===== src/msst_pkg.sv =====
// Package for the multi-slot software timer table: field widths, codes and
// the structs passed between the top level and the timer cells.
// No dependencies.
package msst_pkg;

  // Fixed field widths.
  localparam int SLOT_W   = 4;
  localparam int PERIOD_W = 16;
  localparam int TIME_W   = 32;
  localparam int CNT_W    = 5;
  localparam int MAX_SLOTS = 16;

  // Parameter defaults for the top level.
  localparam int NUM_SLOTS_DEF  = 16;
  localparam int COUNT_BITS_DEF = 16;

  // Command opcodes; code 7 means nothing and is acknowledged without effect.
  typedef enum logic [2:0] {
    OP_CREATE      = 3'd0,
    OP_REMOVE      = 3'd1,
    OP_START_ONCE  = 3'd2,
    OP_START_PER   = 3'd3,
    OP_STOP        = 3'd4,
    OP_RESTART     = 3'd5,
    OP_TICK        = 3'd6
  } op_e;

  // Result kinds.
  typedef enum logic [1:0] {
    KIND_ACK       = 2'd0,
    KIND_EXPIRY    = 2'd1,
    KIND_TICK_DONE = 2'd2
  } kind_e;

  // Result status codes.
  typedef enum logic [1:0] {
    STAT_OK         = 2'd0,
    STAT_FULL       = 2'd1,
    STAT_NOT_IN_USE = 2'd2
  } status_e;

  // What the token traveling down the cell row is doing.
  typedef enum logic [1:0] {
    WALK_NONE   = 2'd0,
    WALK_TICK   = 2'd1,
    WALK_EMIT   = 2'd2,
    WALK_CREATE = 2'd3
  } walk_e;

  // Top-level sequencer states.
  typedef enum logic [2:0] {
    S_IDLE   = 3'd0,
    S_CMD    = 3'd1,
    S_CREATE = 3'd2,
    S_TICK   = 3'd3,
    S_EMIT   = 3'd4,
    S_ACK    = 3'd5
  } state_e;

  // Single-slot command broadcast to every cell.
  typedef struct packed {
    logic              en;
    op_e               op;
    logic [SLOT_W-1:0] slot;
  } cmd_t;

  // Status reported by a cell while it holds the token.
  typedef struct packed {
    logic claim;  // a create took this free slot
    logic req;    // an expiry result is waiting to leave this slot
    logic dec;    // a one-shot timer stopped on this tick
  } cell_st_t;

endpackage


===== src/multi_slot_software_timer_table_core.sv =====
// Top level of the multi-slot software timer table: stream ports, command
// sequencer, active counter, output register and the row of timer cells.
// Depends on msst_pkg and msst_cell.
//
//  channel  | direction | beat contents
//  ---------+-----------+-----------------------------------------------
//  s_axis   | in        | one command or tick (opcode in tuser)
//  m_axis   | out       | acknowledge, expiry or tick-finished result
//
// The next input beat can be taken in the cycle after the last result is loaded.
// An unknown opcode or an unchanged tick is acknowledged without a walk. A create
// walks the token to the first free slot, or to the end of the row when full.
// An advancing tick makes an update walk and then an emit walk before the
// tick-finished result; a stall on the output holds the emit walk in place.
// Reset (synchronous) clears all flags, the active count and the last time.
module multi_slot_software_timer_table_core #(
  parameter int NUM_SLOTS  = msst_pkg::NUM_SLOTS_DEF,
  parameter int COUNT_BITS = msst_pkg::COUNT_BITS_DEF
) (
  input  logic        clk,
  input  logic        rst,
  input  logic        s_axis_tvalid,
  output logic        s_axis_tready,
  // tdata fields from bit 0: slot[3:0], period[19:4], now_time[51:20], zero pad
  input  logic [55:0] s_axis_tdata,
  // tuser fields from bit 0: opcode[2:0]
  input  logic [2:0]  s_axis_tuser,
  output logic        m_axis_tvalid,
  input  logic        m_axis_tready,
  // tdata fields from bit 0: status[1:0], result_slot[5:2], active_count[10:6], zero pad
  output logic [15:0] m_axis_tdata,
  // tuser fields from bit 0: kind[1:0]
  output logic [1:0]  m_axis_tuser,
  output logic        m_axis_tlast
);

  // Only sixteen slots can be addressed.
  localparam int CELLS = (NUM_SLOTS < msst_pkg::MAX_SLOTS) ? NUM_SLOTS : msst_pkg::MAX_SLOTS;

  msst_pkg::state_e state, state_next;

  // Latched item and tick bookkeeping.
  msst_pkg::op_e                   op_r;
  logic [msst_pkg::SLOT_W-1:0]     slot_r;
  logic [msst_pkg::PERIOD_W-1:0]   period_r;
  logic [msst_pkg::TIME_W-1:0]     diff_r;
  logic [msst_pkg::TIME_W-1:0]     last_time;
  logic [msst_pkg::CNT_W-1:0]      act_cnt, act_cnt_next;

  // Pending acknowledge fields.
  msst_pkg::kind_e                 ack_kind, ack_kind_next;
  msst_pkg::status_e               ack_status, ack_status_next;
  logic [msst_pkg::SLOT_W-1:0]     ack_slot, ack_slot_next;

  // Output register.
  msst_pkg::kind_e                 out_kind, out_kind_d;
  msst_pkg::status_e               out_status, out_status_d;
  logic [msst_pkg::SLOT_W-1:0]     out_slot, out_slot_d;
  logic [msst_pkg::CNT_W-1:0]      out_cnt, out_cnt_d;
  logic                            out_last, out_last_d;
  logic                            out_load;
  logic                            out_free;

  // Input fields.
  msst_pkg::op_e                   in_op;
  logic [msst_pkg::SLOT_W-1:0]     in_slot;
  logic [msst_pkg::PERIOD_W-1:0]   in_period;
  logic [msst_pkg::TIME_W-1:0]     in_now;
  logic [msst_pkg::TIME_W-1:0]     in_diff;
  logic                            accept;

  // Cell row links.
  msst_pkg::walk_e                 walk;
  msst_pkg::cmd_t                  cmd;
  logic                            inject;
  logic                            grant;
  logic [CELLS-1:0]                tok_out;
  logic [CELLS-1:0]                tok_in;
  logic [CELLS-1:0]                in_use_vec;
  logic [CELLS-1:0]                active_vec;
  msst_pkg::cell_st_t              st [CELLS];
  logic [msst_pkg::MAX_SLOTS-1:0]  in_use16;
  logic [msst_pkg::MAX_SLOTS-1:0]  active16;
  logic                            claim_any, req_any, dec_any;
  logic [msst_pkg::SLOT_W-1:0]     hit_idx;
  logic                            walk_end;
  logic                            slot_ok;
  logic                            slot_act;

  // Unpack the input beat.
  assign in_op     = msst_pkg::op_e'(s_axis_tuser);
  assign in_slot   = s_axis_tdata[3:0];
  assign in_period = s_axis_tdata[19:4];
  assign in_now    = s_axis_tdata[51:20];
  assign in_diff   = in_now - last_time;
  assign s_axis_tready = (state == msst_pkg::S_IDLE);
  assign accept    = s_axis_tvalid && s_axis_tready;
  assign out_free  = !m_axis_tvalid || m_axis_tready;

  // Pack the output beat.
  assign m_axis_tdata  = {5'b0, out_cnt, out_slot, out_status};
  assign m_axis_tuser  = out_kind;
  assign m_axis_tlast  = out_last;

  // Row of timer cells; the token moves one cell a cycle unless an emit walk holds it.
  genvar g;
  generate
    for (g = 0; g < CELLS; g++) begin : g_cell
      if (g == 0) begin : g_first
        assign tok_in[g] = inject;
      end else begin : g_rest
        assign tok_in[g] = tok_out[g-1];
      end
      msst_cell #(
        .COUNT_BITS (COUNT_BITS),
        .IDX        (g)
      ) u_cell (
        .clk     (clk),
        .rst     (rst),
        .walk    (walk),
        .tok_in  (tok_in[g]),
        .grant   (grant),
        .cmd     (cmd),
        .period  (period_r),
        .diff    (diff_r),
        .tok_out (tok_out[g]),
        .st      (st[g]),
        .in_use  (in_use_vec[g]),
        .active  (active_vec[g])
      );
    end
  endgenerate

  assign walk_end = tok_out[CELLS-1];
  assign in_use16 = msst_pkg::MAX_SLOTS'(in_use_vec);
  assign active16 = msst_pkg::MAX_SLOTS'(active_vec);
  assign slot_ok  = in_use16[slot_r];
  assign slot_act = active16[slot_r];

  // Collect the status of the one cell that holds the token.
  always_comb begin
    claim_any = 1'b0;
    req_any   = 1'b0;
    dec_any   = 1'b0;
    hit_idx   = '0;
    for (int i = 0; i < CELLS; i++) begin
      claim_any = claim_any | st[i].claim;
      req_any   = req_any | st[i].req;
      dec_any   = dec_any | st[i].dec;
      if (st[i].claim || st[i].req) begin
        hit_idx = hit_idx | msst_pkg::SLOT_W'(i);
      end
    end
  end

  // Walk mode and command broadcast follow the state.
  always_comb begin
    case (state)
      msst_pkg::S_CREATE: walk = msst_pkg::WALK_CREATE;
      msst_pkg::S_TICK:   walk = msst_pkg::WALK_TICK;
      msst_pkg::S_EMIT:   walk = msst_pkg::WALK_EMIT;
      default:            walk = msst_pkg::WALK_NONE;
    endcase
    cmd.en   = (state == msst_pkg::S_CMD);
    cmd.op   = op_r;
    cmd.slot = slot_r;
  end

  // Sequencer: next state, token injection, active count and result beats.
  always_comb begin
    state_next      = state;
    inject          = 1'b0;
    grant           = 1'b0;
    act_cnt_next    = act_cnt;
    ack_kind_next   = ack_kind;
    ack_status_next = ack_status;
    ack_slot_next   = ack_slot;
    out_load        = 1'b0;
    out_kind_d      = msst_pkg::KIND_ACK;
    out_status_d    = msst_pkg::STAT_OK;
    out_slot_d      = '0;
    out_cnt_d       = act_cnt;
    out_last_d      = 1'b1;

    case (state)
      msst_pkg::S_IDLE: begin
        if (accept) begin
          ack_kind_next   = msst_pkg::KIND_ACK;
          ack_status_next = msst_pkg::STAT_OK;
          ack_slot_next   = '0;
          case (in_op)
            msst_pkg::OP_CREATE: begin
              inject     = 1'b1;
              state_next = msst_pkg::S_CREATE;
            end
            msst_pkg::OP_TICK: begin
              ack_kind_next = msst_pkg::KIND_TICK_DONE;
              if (in_diff != '0) begin
                inject     = 1'b1;
                state_next = msst_pkg::S_TICK;
              end else begin
                state_next = msst_pkg::S_ACK;
              end
            end
            msst_pkg::OP_REMOVE, msst_pkg::OP_START_ONCE, msst_pkg::OP_START_PER,
            msst_pkg::OP_STOP, msst_pkg::OP_RESTART: begin
              state_next = msst_pkg::S_CMD;
            end
            default: begin
              state_next = msst_pkg::S_ACK;
            end
          endcase
        end
      end

      msst_pkg::S_CMD: begin
        ack_slot_next   = slot_r;
        ack_status_next = slot_ok ? msst_pkg::STAT_OK : msst_pkg::STAT_NOT_IN_USE;
        if (slot_ok) begin
          case (op_r)
            msst_pkg::OP_REMOVE, msst_pkg::OP_STOP: begin
              if (slot_act) begin
                act_cnt_next = act_cnt - 1'b1;
              end
            end
            msst_pkg::OP_START_ONCE, msst_pkg::OP_START_PER: begin
              if (!slot_act) begin
                act_cnt_next = act_cnt + 1'b1;
              end
            end
            default: begin
            end
          endcase
        end
        state_next = msst_pkg::S_ACK;
      end

      msst_pkg::S_CREATE: begin
        if (claim_any) begin
          ack_status_next = msst_pkg::STAT_OK;
          ack_slot_next   = hit_idx;
          state_next      = msst_pkg::S_ACK;
        end else if (walk_end) begin
          ack_status_next = msst_pkg::STAT_FULL;
          ack_slot_next   = '0;
          state_next      = msst_pkg::S_ACK;
        end
      end

      msst_pkg::S_TICK: begin
        if (dec_any) begin
          act_cnt_next = act_cnt - 1'b1;
        end
        if (walk_end) begin
          inject     = 1'b1;
          state_next = msst_pkg::S_EMIT;
        end
      end

      msst_pkg::S_EMIT: begin
        if (req_any && out_free) begin
          grant        = 1'b1;
          out_load     = 1'b1;
          out_kind_d   = msst_pkg::KIND_EXPIRY;
          out_slot_d   = hit_idx;
          out_last_d   = 1'b0;
        end
        if (walk_end) begin
          state_next = msst_pkg::S_ACK;
        end
      end

      msst_pkg::S_ACK: begin
        if (out_free) begin
          out_load     = 1'b1;
          out_kind_d   = ack_kind;
          out_status_d = ack_status;
          out_slot_d   = ack_slot;
          state_next   = msst_pkg::S_IDLE;
        end
      end

      default: begin
        state_next = msst_pkg::S_IDLE;
      end
    endcase
  end

  // State, counters and output valid.
  always_ff @(posedge clk) begin
    if (rst) begin
      state         <= msst_pkg::S_IDLE;
      act_cnt       <= '0;
      last_time     <= '0;
      m_axis_tvalid <= 1'b0;
    end else begin
      state   <= state_next;
      act_cnt <= act_cnt_next;
      if (accept && (in_op == msst_pkg::OP_TICK) && (in_diff != '0)) begin
        last_time <= in_now;
      end
      if (out_load) begin
        m_axis_tvalid <= 1'b1;
      end else if (m_axis_tready) begin
        m_axis_tvalid <= 1'b0;
      end
    end
  end

  // Payload registers.
  always_ff @(posedge clk) begin
    if (accept) begin
      op_r     <= in_op;
      slot_r   <= in_slot;
      period_r <= in_period;
      diff_r   <= in_diff;
    end
    ack_kind   <= ack_kind_next;
    ack_status <= ack_status_next;
    ack_slot   <= ack_slot_next;
    if (out_load) begin
      out_kind   <= out_kind_d;
      out_status <= out_status_d;
      out_slot   <= out_slot_d;
      out_cnt    <= out_cnt_d;
      out_last   <= out_last_d;
    end
  end

  // At most one cell passes the token on in any cycle.
  a_one_token: assert property (@(posedge clk) disable iff (rst)
    $onehot0(tok_out))
    else $error("more than one cell passes the token");

  // Between items the active counter matches the active slots in use.
  a_act_cnt: assert property (@(posedge clk) disable iff (rst)
    (state == msst_pkg::S_IDLE) |->
      (32'(act_cnt) == $countones(in_use_vec & active_vec)))
    else $error("active counter out of step with the cells");

  // Expiry beats are never last and always report ok.
  a_expiry_beat: assert property (@(posedge clk) disable iff (rst)
    (m_axis_tvalid && (m_axis_tuser == msst_pkg::KIND_EXPIRY)) |->
      (!m_axis_tlast && (m_axis_tdata[1:0] == msst_pkg::STAT_OK)))
    else $error("malformed expiry beat");

  // A slot is only claimed during a create walk.
  a_claim_walk: assert property (@(posedge clk) disable iff (rst)
    claim_any |-> (state == msst_pkg::S_CREATE))
    else $error("slot claimed outside a create walk");

  // An expiry beat is only loaded while the emit walk holds a requesting cell.
  a_grant: assert property (@(posedge clk) disable iff (rst)
    grant |-> (req_any && (state == msst_pkg::S_EMIT) && out_free))
    else $error("expiry granted without a request");

endmodule


===== src/msst_cell.sv =====
// One timer slot of the cell row: flags, period and down counter.
// Depends on msst_pkg; instantiated by multi_slot_software_timer_table_core.
module msst_cell #(
  parameter int COUNT_BITS = msst_pkg::COUNT_BITS_DEF,
  parameter int IDX        = 0
) (
  input  logic                           clk,
  input  logic                           rst,
  input  msst_pkg::walk_e                walk,
  input  logic                           tok_in,
  input  logic                           grant,
  input  msst_pkg::cmd_t                 cmd,
  input  logic [msst_pkg::PERIOD_W-1:0]  period,
  input  logic [msst_pkg::TIME_W-1:0]    diff,
  output logic                           tok_out,
  output msst_pkg::cell_st_t             st,
  output logic                           in_use,
  output logic                           active
);

  // Token and flag registers.
  logic here;
  logic periodic;
  logic pending;
  logic expd;
  logic [COUNT_BITS-1:0] period_q;
  logic [COUNT_BITS-1:0] count_q;

  logic here_next, in_use_next, active_next, periodic_next, pending_next, expd_next;
  logic [COUNT_BITS-1:0] period_next;
  logic [COUNT_BITS-1:0] count_next;

  logic hold;
  logic claim;
  logic sel;
  logic oneshot_fire;
  logic act_mid;
  logic ge;
  logic [msst_pkg::TIME_W-1:0] wide_rem;
  logic [COUNT_BITS-1:0] rem;

  // Token handling and status toward the sequencer.
  always_comb begin
    hold    = (walk == msst_pkg::WALK_EMIT) && expd && !grant;
    claim   = here && (walk == msst_pkg::WALK_CREATE) && !in_use;
    tok_out = here && !hold && !claim;
    st.claim = claim;
    st.req   = here && (walk == msst_pkg::WALK_EMIT) && expd;
    st.dec   = here && (walk == msst_pkg::WALK_TICK) && in_use && pending &&
               !periodic && active;
    sel = cmd.en && (cmd.slot == msst_pkg::SLOT_W'(IDX)) && in_use;
  end

  // Tick arithmetic: counter against the elapsed time.
  always_comb begin
    oneshot_fire = pending && !periodic;
    act_mid  = active && !oneshot_fire;
    ge       = msst_pkg::TIME_W'(count_q) >= diff;
    wide_rem = msst_pkg::TIME_W'(count_q) - diff;
    rem      = COUNT_BITS'(wide_rem);
  end

  // Next state of the slot.
  always_comb begin
    here_next     = tok_in || (here && hold);
    in_use_next   = in_use;
    active_next   = active;
    periodic_next = periodic;
    pending_next  = pending;
    expd_next     = expd;
    period_next   = period_q;
    count_next    = count_q;

    // Tick walk: pending expiry first, then the countdown.
    if (here && (walk == msst_pkg::WALK_TICK) && in_use) begin
      if (pending) begin
        pending_next = 1'b0;
        expd_next    = 1'b1;
        if (!periodic) begin
          active_next = 1'b0;
          count_next  = period_q;
        end
      end
      if (act_mid) begin
        if (ge) begin
          if (rem == '0) begin
            count_next   = period_q;
            pending_next = 1'b1;
          end else begin
            count_next = rem;
          end
        end else begin
          count_next   = '0;
          pending_next = 1'b1;
        end
      end
    end

    // Emit walk: the expiry beat has been taken.
    if (st.req && grant) begin
      expd_next = 1'b0;
    end

    // Create walk: this free slot becomes the new timer.
    if (claim) begin
      in_use_next   = 1'b1;
      active_next   = 1'b0;
      periodic_next = 1'b0;
      pending_next  = 1'b0;
      period_next   = COUNT_BITS'(period);
      count_next    = COUNT_BITS'(period);
    end

    // Commands addressed to this slot.
    if (sel) begin
      case (cmd.op)
        msst_pkg::OP_REMOVE: begin
          in_use_next   = 1'b0;
          active_next   = 1'b0;
          periodic_next = 1'b0;
          pending_next  = 1'b0;
        end
        msst_pkg::OP_START_ONCE: begin
          count_next    = period_q;
          periodic_next = 1'b0;
          active_next   = 1'b1;
        end
        msst_pkg::OP_START_PER: begin
          count_next    = period_q;
          periodic_next = 1'b1;
          active_next   = 1'b1;
        end
        msst_pkg::OP_STOP: begin
          count_next  = period_q;
          active_next = 1'b0;
        end
        msst_pkg::OP_RESTART: begin
          count_next = period_q;
        end
        default: begin
        end
      endcase
    end
  end

  // Control registers.
  always_ff @(posedge clk) begin
    if (rst) begin
      here     <= 1'b0;
      in_use   <= 1'b0;
      active   <= 1'b0;
      periodic <= 1'b0;
      pending  <= 1'b0;
      expd     <= 1'b0;
    end else begin
      here     <= here_next;
      in_use   <= in_use_next;
      active   <= active_next;
      periodic <= periodic_next;
      pending  <= pending_next;
      expd     <= expd_next;
    end
  end

  // Period and counter hold no reset; they are written by create first.
  always_ff @(posedge clk) begin
    period_q <= period_next;
    count_q  <= count_next;
  end

endmodule


===== config.mk =====
export PLATFORM = sky130hd
export DESIGN_NAME = multi_slot_software_timer_table_core
export DESIGN_NICKNAME = d
export VERILOG_FILES = /design/src/msst_pkg.sv /design/src/multi_slot_software_timer_table_core.sv /design/src/msst_cell.sv
export SDC_FILE = /design/constraint.sdc
export NUM_CORES = 2
export LEC_CHECK = 0
export ABC_AREA = 1
export CAP_MARGIN = 20
export CORE_MARGIN = 2
export CORE_UTILIZATION = 49
export DETAILED_ROUTE_END_ITERATION = 12
export DONT_BUFFER_PORTS = 1
export PLACE_DENSITY = 0.63
export REMOVE_ABC_BUFFERS = 1
export SYNTH_ARGS = -nofsm -noshare
export SYNTH_HDL_FRONTEND = slang
export SYNTH_SLANG_ARGS = --single-unit

===== constraint.sdc =====
create_clock -name clk -period 4.1 [get_ports clk]
set_input_delay 0.41 -clock clk [delete_from_list [all_inputs] [get_ports clk]]
set_output_delay 0.41 -clock clk [all_outputs]
set_load 0.02 [all_outputs]

==> results_dict.tcl <==
set metrics [dict create \
    shortest_period_the_worst_path_allows_ns 3.81 \
    die_height_um 347 \
    drc 0 \
    area_growth_syn_to_layout_pct 10.4 \
    final_design_area_no_fill_mm2 0.0637 \
    clkTransAtPathRegs_ns 0.06 \
    port_buffers 0 \
    timing.final.crit_share 0.928 \
    grt.total_usage 0.349 \
    finalSetupViolCount 0 \
    layout_commonest_cell "nand2_1" \
    grt_start_max_net_pins 64 \
    timing.rr.start "diff_r[2]" \
    gp_congestion 0.997 \
    switchingPower_uw 9590 \
    result_of_the_run "complete, no violations" \
    synth_cell_type_count 64 \
    drv_cap 0 \
    worstMarginPinSlew_ns 1.11 \
    crit_chain "inv_2 > buf_4 > ha_1 > nand2_1 > o21ai_2 > nand2_1 > nand2_1 > nand2_1 > nand2_1 > nand2_1 > nor3_2 > nand3_2 > nand2_1 > o21ai_0 > o21ai_0 > nand3_1 > a21oi_1" \
    synth_seq_area_share 0.309 \
    cp_common_cell "nand2_1" \
    clock_path_buffers 3 \
    max-slew-margin-rel 0.260 \
    num-nets-final 9240 \
    synth.avg_cell_area_um2 6.54 \
    comb_power_share 0.331 \
    placed_cell_area_mm2 0.0601 \
    finalMaxSlewViolations 0 \
    max_freq_mhz 263 \
    yosys_register_bits 725 \
    pin_count 84 \
    critPathArrivalTime_ns 4.45 \
    netlist_area_mm2 0.0577 \
    hold_viol 0 \
    vdd_drop_max_v 0.000429 \
    preCtsSetupSlack_ns 0.257 \
    cellLeakagePower_uw 0.0284 \
    mostFrequentLayoutCells "2,162 x nand2_1, 1,128 x nor2_1, 1,025 x inv_1" \
    path_buf_inv 2 \
    crit_path_max_fanout 18 \
    syn_warnings 0 \
    initial_core_util 0.496 \
    crit_slowest_cell "nand3_2" \
    route.antenna.remaining_nets 0 \
    clock-skew-final_ns 0.0418 \
    routed_wire_length_per_instance_um 20.7 \
    drt-pass1-iter-count 6 \
    clockRootBuffer "clkbuf_16" \
    layout_setup_ws_ns 0.294 \
    htreeDepth 3 \
    initial_antenna_violation_count 12 \
    crit_required_ns 4.75 \
    via_count_of_the_first_global_routing_pass 56600 \
    drt_wl_total_mm 216 \
    startpoint_of_the_worst_hold_path "s_axis_tuser[1]" \
    timing.setup.tns_ns 0 \
    core_mm2 0.117 \
    critical_path.startpoint_type "register" \
    synthCells 8832 \
    class_of_the_tightest_hold_or_removal_check "in2reg" \
    rsz0062_at_grt "no" \
    grt_first_pass_wirelength_mm 331 \
    worst-r2r-setup-slack_ns 0.29 \
    overflow 0 \
    worst_path_largest_cell_delay_ns 0.41 \
    timing.critical_path.from "diff_r[2]" \
    cts_inserted_buffers 89 \
    power_switching_share 0.392 \
    power_frac_clock 0.331 \
    power_density_mw_per_mm2 384 \
    die-area_mm2 0.121 \
    drive_gt1_frac 0.0639 \
    place_hpwl_mm 153 \
    timing.critical_path.max_delay_family "simple AND/OR/NAND/NOR gates" \
    internal_power_uw 14900 \
    startpoint_to_endpoint_class_of_the_critical_path "reg2reg" \
    cts_tree "yes" \
    drt_first_iter_violations 6452 \
    numClockSinks 725 \
    detail_route.vias_per_cell 5.87 \
    endpoint_kind "register" \
    route.vias.total 61531 \
    row_count 125 \
    clk_latency_ns 0.73 \
    floorplan.die.width_um 347 \
    sequential_share_of_power 0.338 \
]
==> Yosys cell counts (all sizes together) <==
cell        n  area share
a21oi     994       0.087
clkinv     31      0.0020
fa         17      0.0059
nand2    2177        0.14
nand2b      3     0.00033
a21boi      1     0.00013
o21bai     12      0.0016
ha        289       0.063
nor4       30      0.0034
a21o        9      0.0012
nand3     547       0.049
o21ai     375       0.033
inv      1106       0.072
xor2       70       0.012
a41oi       2     0.00030
a31oi      31      0.0034
clkbuf    255       0.017
a211oi     43      0.0056
nor2     1159       0.077
o22ai      10      0.0011
edfxtp    332        0.17
o221a       1     0.00020
o31ai       7     0.00091
o211ai     33      0.0043
buf        82      0.0078
a311oi    213       0.032
dfxtp     393        0.14
a22oi       3     0.00039
a221o       1     0.00017
nand4     315       0.034
and3        4     0.00043
xnor2      58      0.0093
nand3b     55      0.0072
and2       13      0.0014
o221ai      3     0.00046
conb        1    0.000065
a221oi      3     0.00046
nor3      132       0.013
or2         8     0.00087
a2111oi     1     0.00017
o21a        5     0.00065
a32o        4     0.00069
nor3b       4     0.00078
==> timing repair <==
action	in CTS	in global routing
gates resized for setup	0	2
hold buffers	57	0
setup buffers	0	0
endpoints found under the setup margin	0	5
endpoints found under the hold margin	110	0
==> per-stage QoR <==
step / std cells / hold slack, ns / util / total power, uW
after floorplan: 8499 / 0.435 / - / 13200
after global placement: 10243 / 0.444 / 0.516 / 16200
after detailed placement: 10244 / 0.451 / 0.516 / 16200
after CTS: 10467 / 0.00187 / 0.546 / 24400
after global routing: 10471 / 0.0304 / 0.547 / 25500
final: 10474 / 0.0316 / 0.547 / 24500
==> worst paths after layout <==
| path | endpoint | cells past startpoint |
|---|---|---|
| setup / recovery | g_cell[0].u_cell.count_q[9] | 17 |
| setup reg to reg | g_cell[0].u_cell.count_q[9] | 17 |
| hold / removal | state[2] | 6 |
| hold reg to reg | last_time[12] | 2 |
==> sequential cells by signal (all words and copies together), names as in the netlist, 32 cells and up <==
| register | count |
|---|---|
| g_cell.u_cell.count_q | 256 |
| last_time | 32 |
| diff_r | 32 |
| g_cell.u_cell.period_q | 256 |
==> power by group through the flow <==
stage	Sequential [uW]	Clock, uW	Combinational, uW
2_1_floorplan	8460	0	4720
3_3_place_gp	8430	0	7800
3_5_place_dp	8420	0	7820
4_1_cts	8270	8230	7920
5_1_grt	8300	8460	8770
6_report	8280	8100	8100
==> metal layers <==
layer  track usage  vias up  share of wire
li1              -    29847              -
met2         0.551     2603           0.44
met5             0        -        0.00037
met3        0.0587      432          0.094
met4         0.128       12          0.039
met1         0.478    28637           0.43
==> kinds of logic (layout without fill, tap and decap cells) <==
kind of cell | Yosys count | after routing | synth area share
buffers and inverters | 1474 | 1584 | 0.0983
other | 1 | 9 | 0.0000649
flip-flops | 725 | 725 | 0.309
AND/OR/NAND/NOR | 4447 | 4447 | 0.329
XOR/XNOR | 128 | 128 | 0.0210
AO/OA/AOI/OAI | 1751 | 1751 | 0.174
adder cells (fa/ha/maj) | 306 | 306 | 0.0685
==> cell type report <==
| cell class | instances | area, um^2 |
|---|---|---|
| tap | 1524 | 1910 |
| fill | 11613 | 52800 |
| inverter | 1137 | 4270 |
| multi-input combinational | 6637 | 34400 |
| sequential | 725 | 17800 |
| timing repair buffer | 281 | 2400 |
| antenna | 4 | 10.0 |
| clock inverter | 41 | 455 |
| clock buffer | 125 | 2490 |
==> worst register-to-register path, delay by kind of cell (launching register included) <==
family | cells | cell delay [ns]
AOI/OAI and AO/OA | 4 | 0.64
and+or+nand+nor | 10 | 1.63
DFF | 1 | 0.39
adders and majority gates | 1 | 0.31
buffers and inverters | 2 | 0.77
No activity file was read; power rests on OpenSTA's default activity.
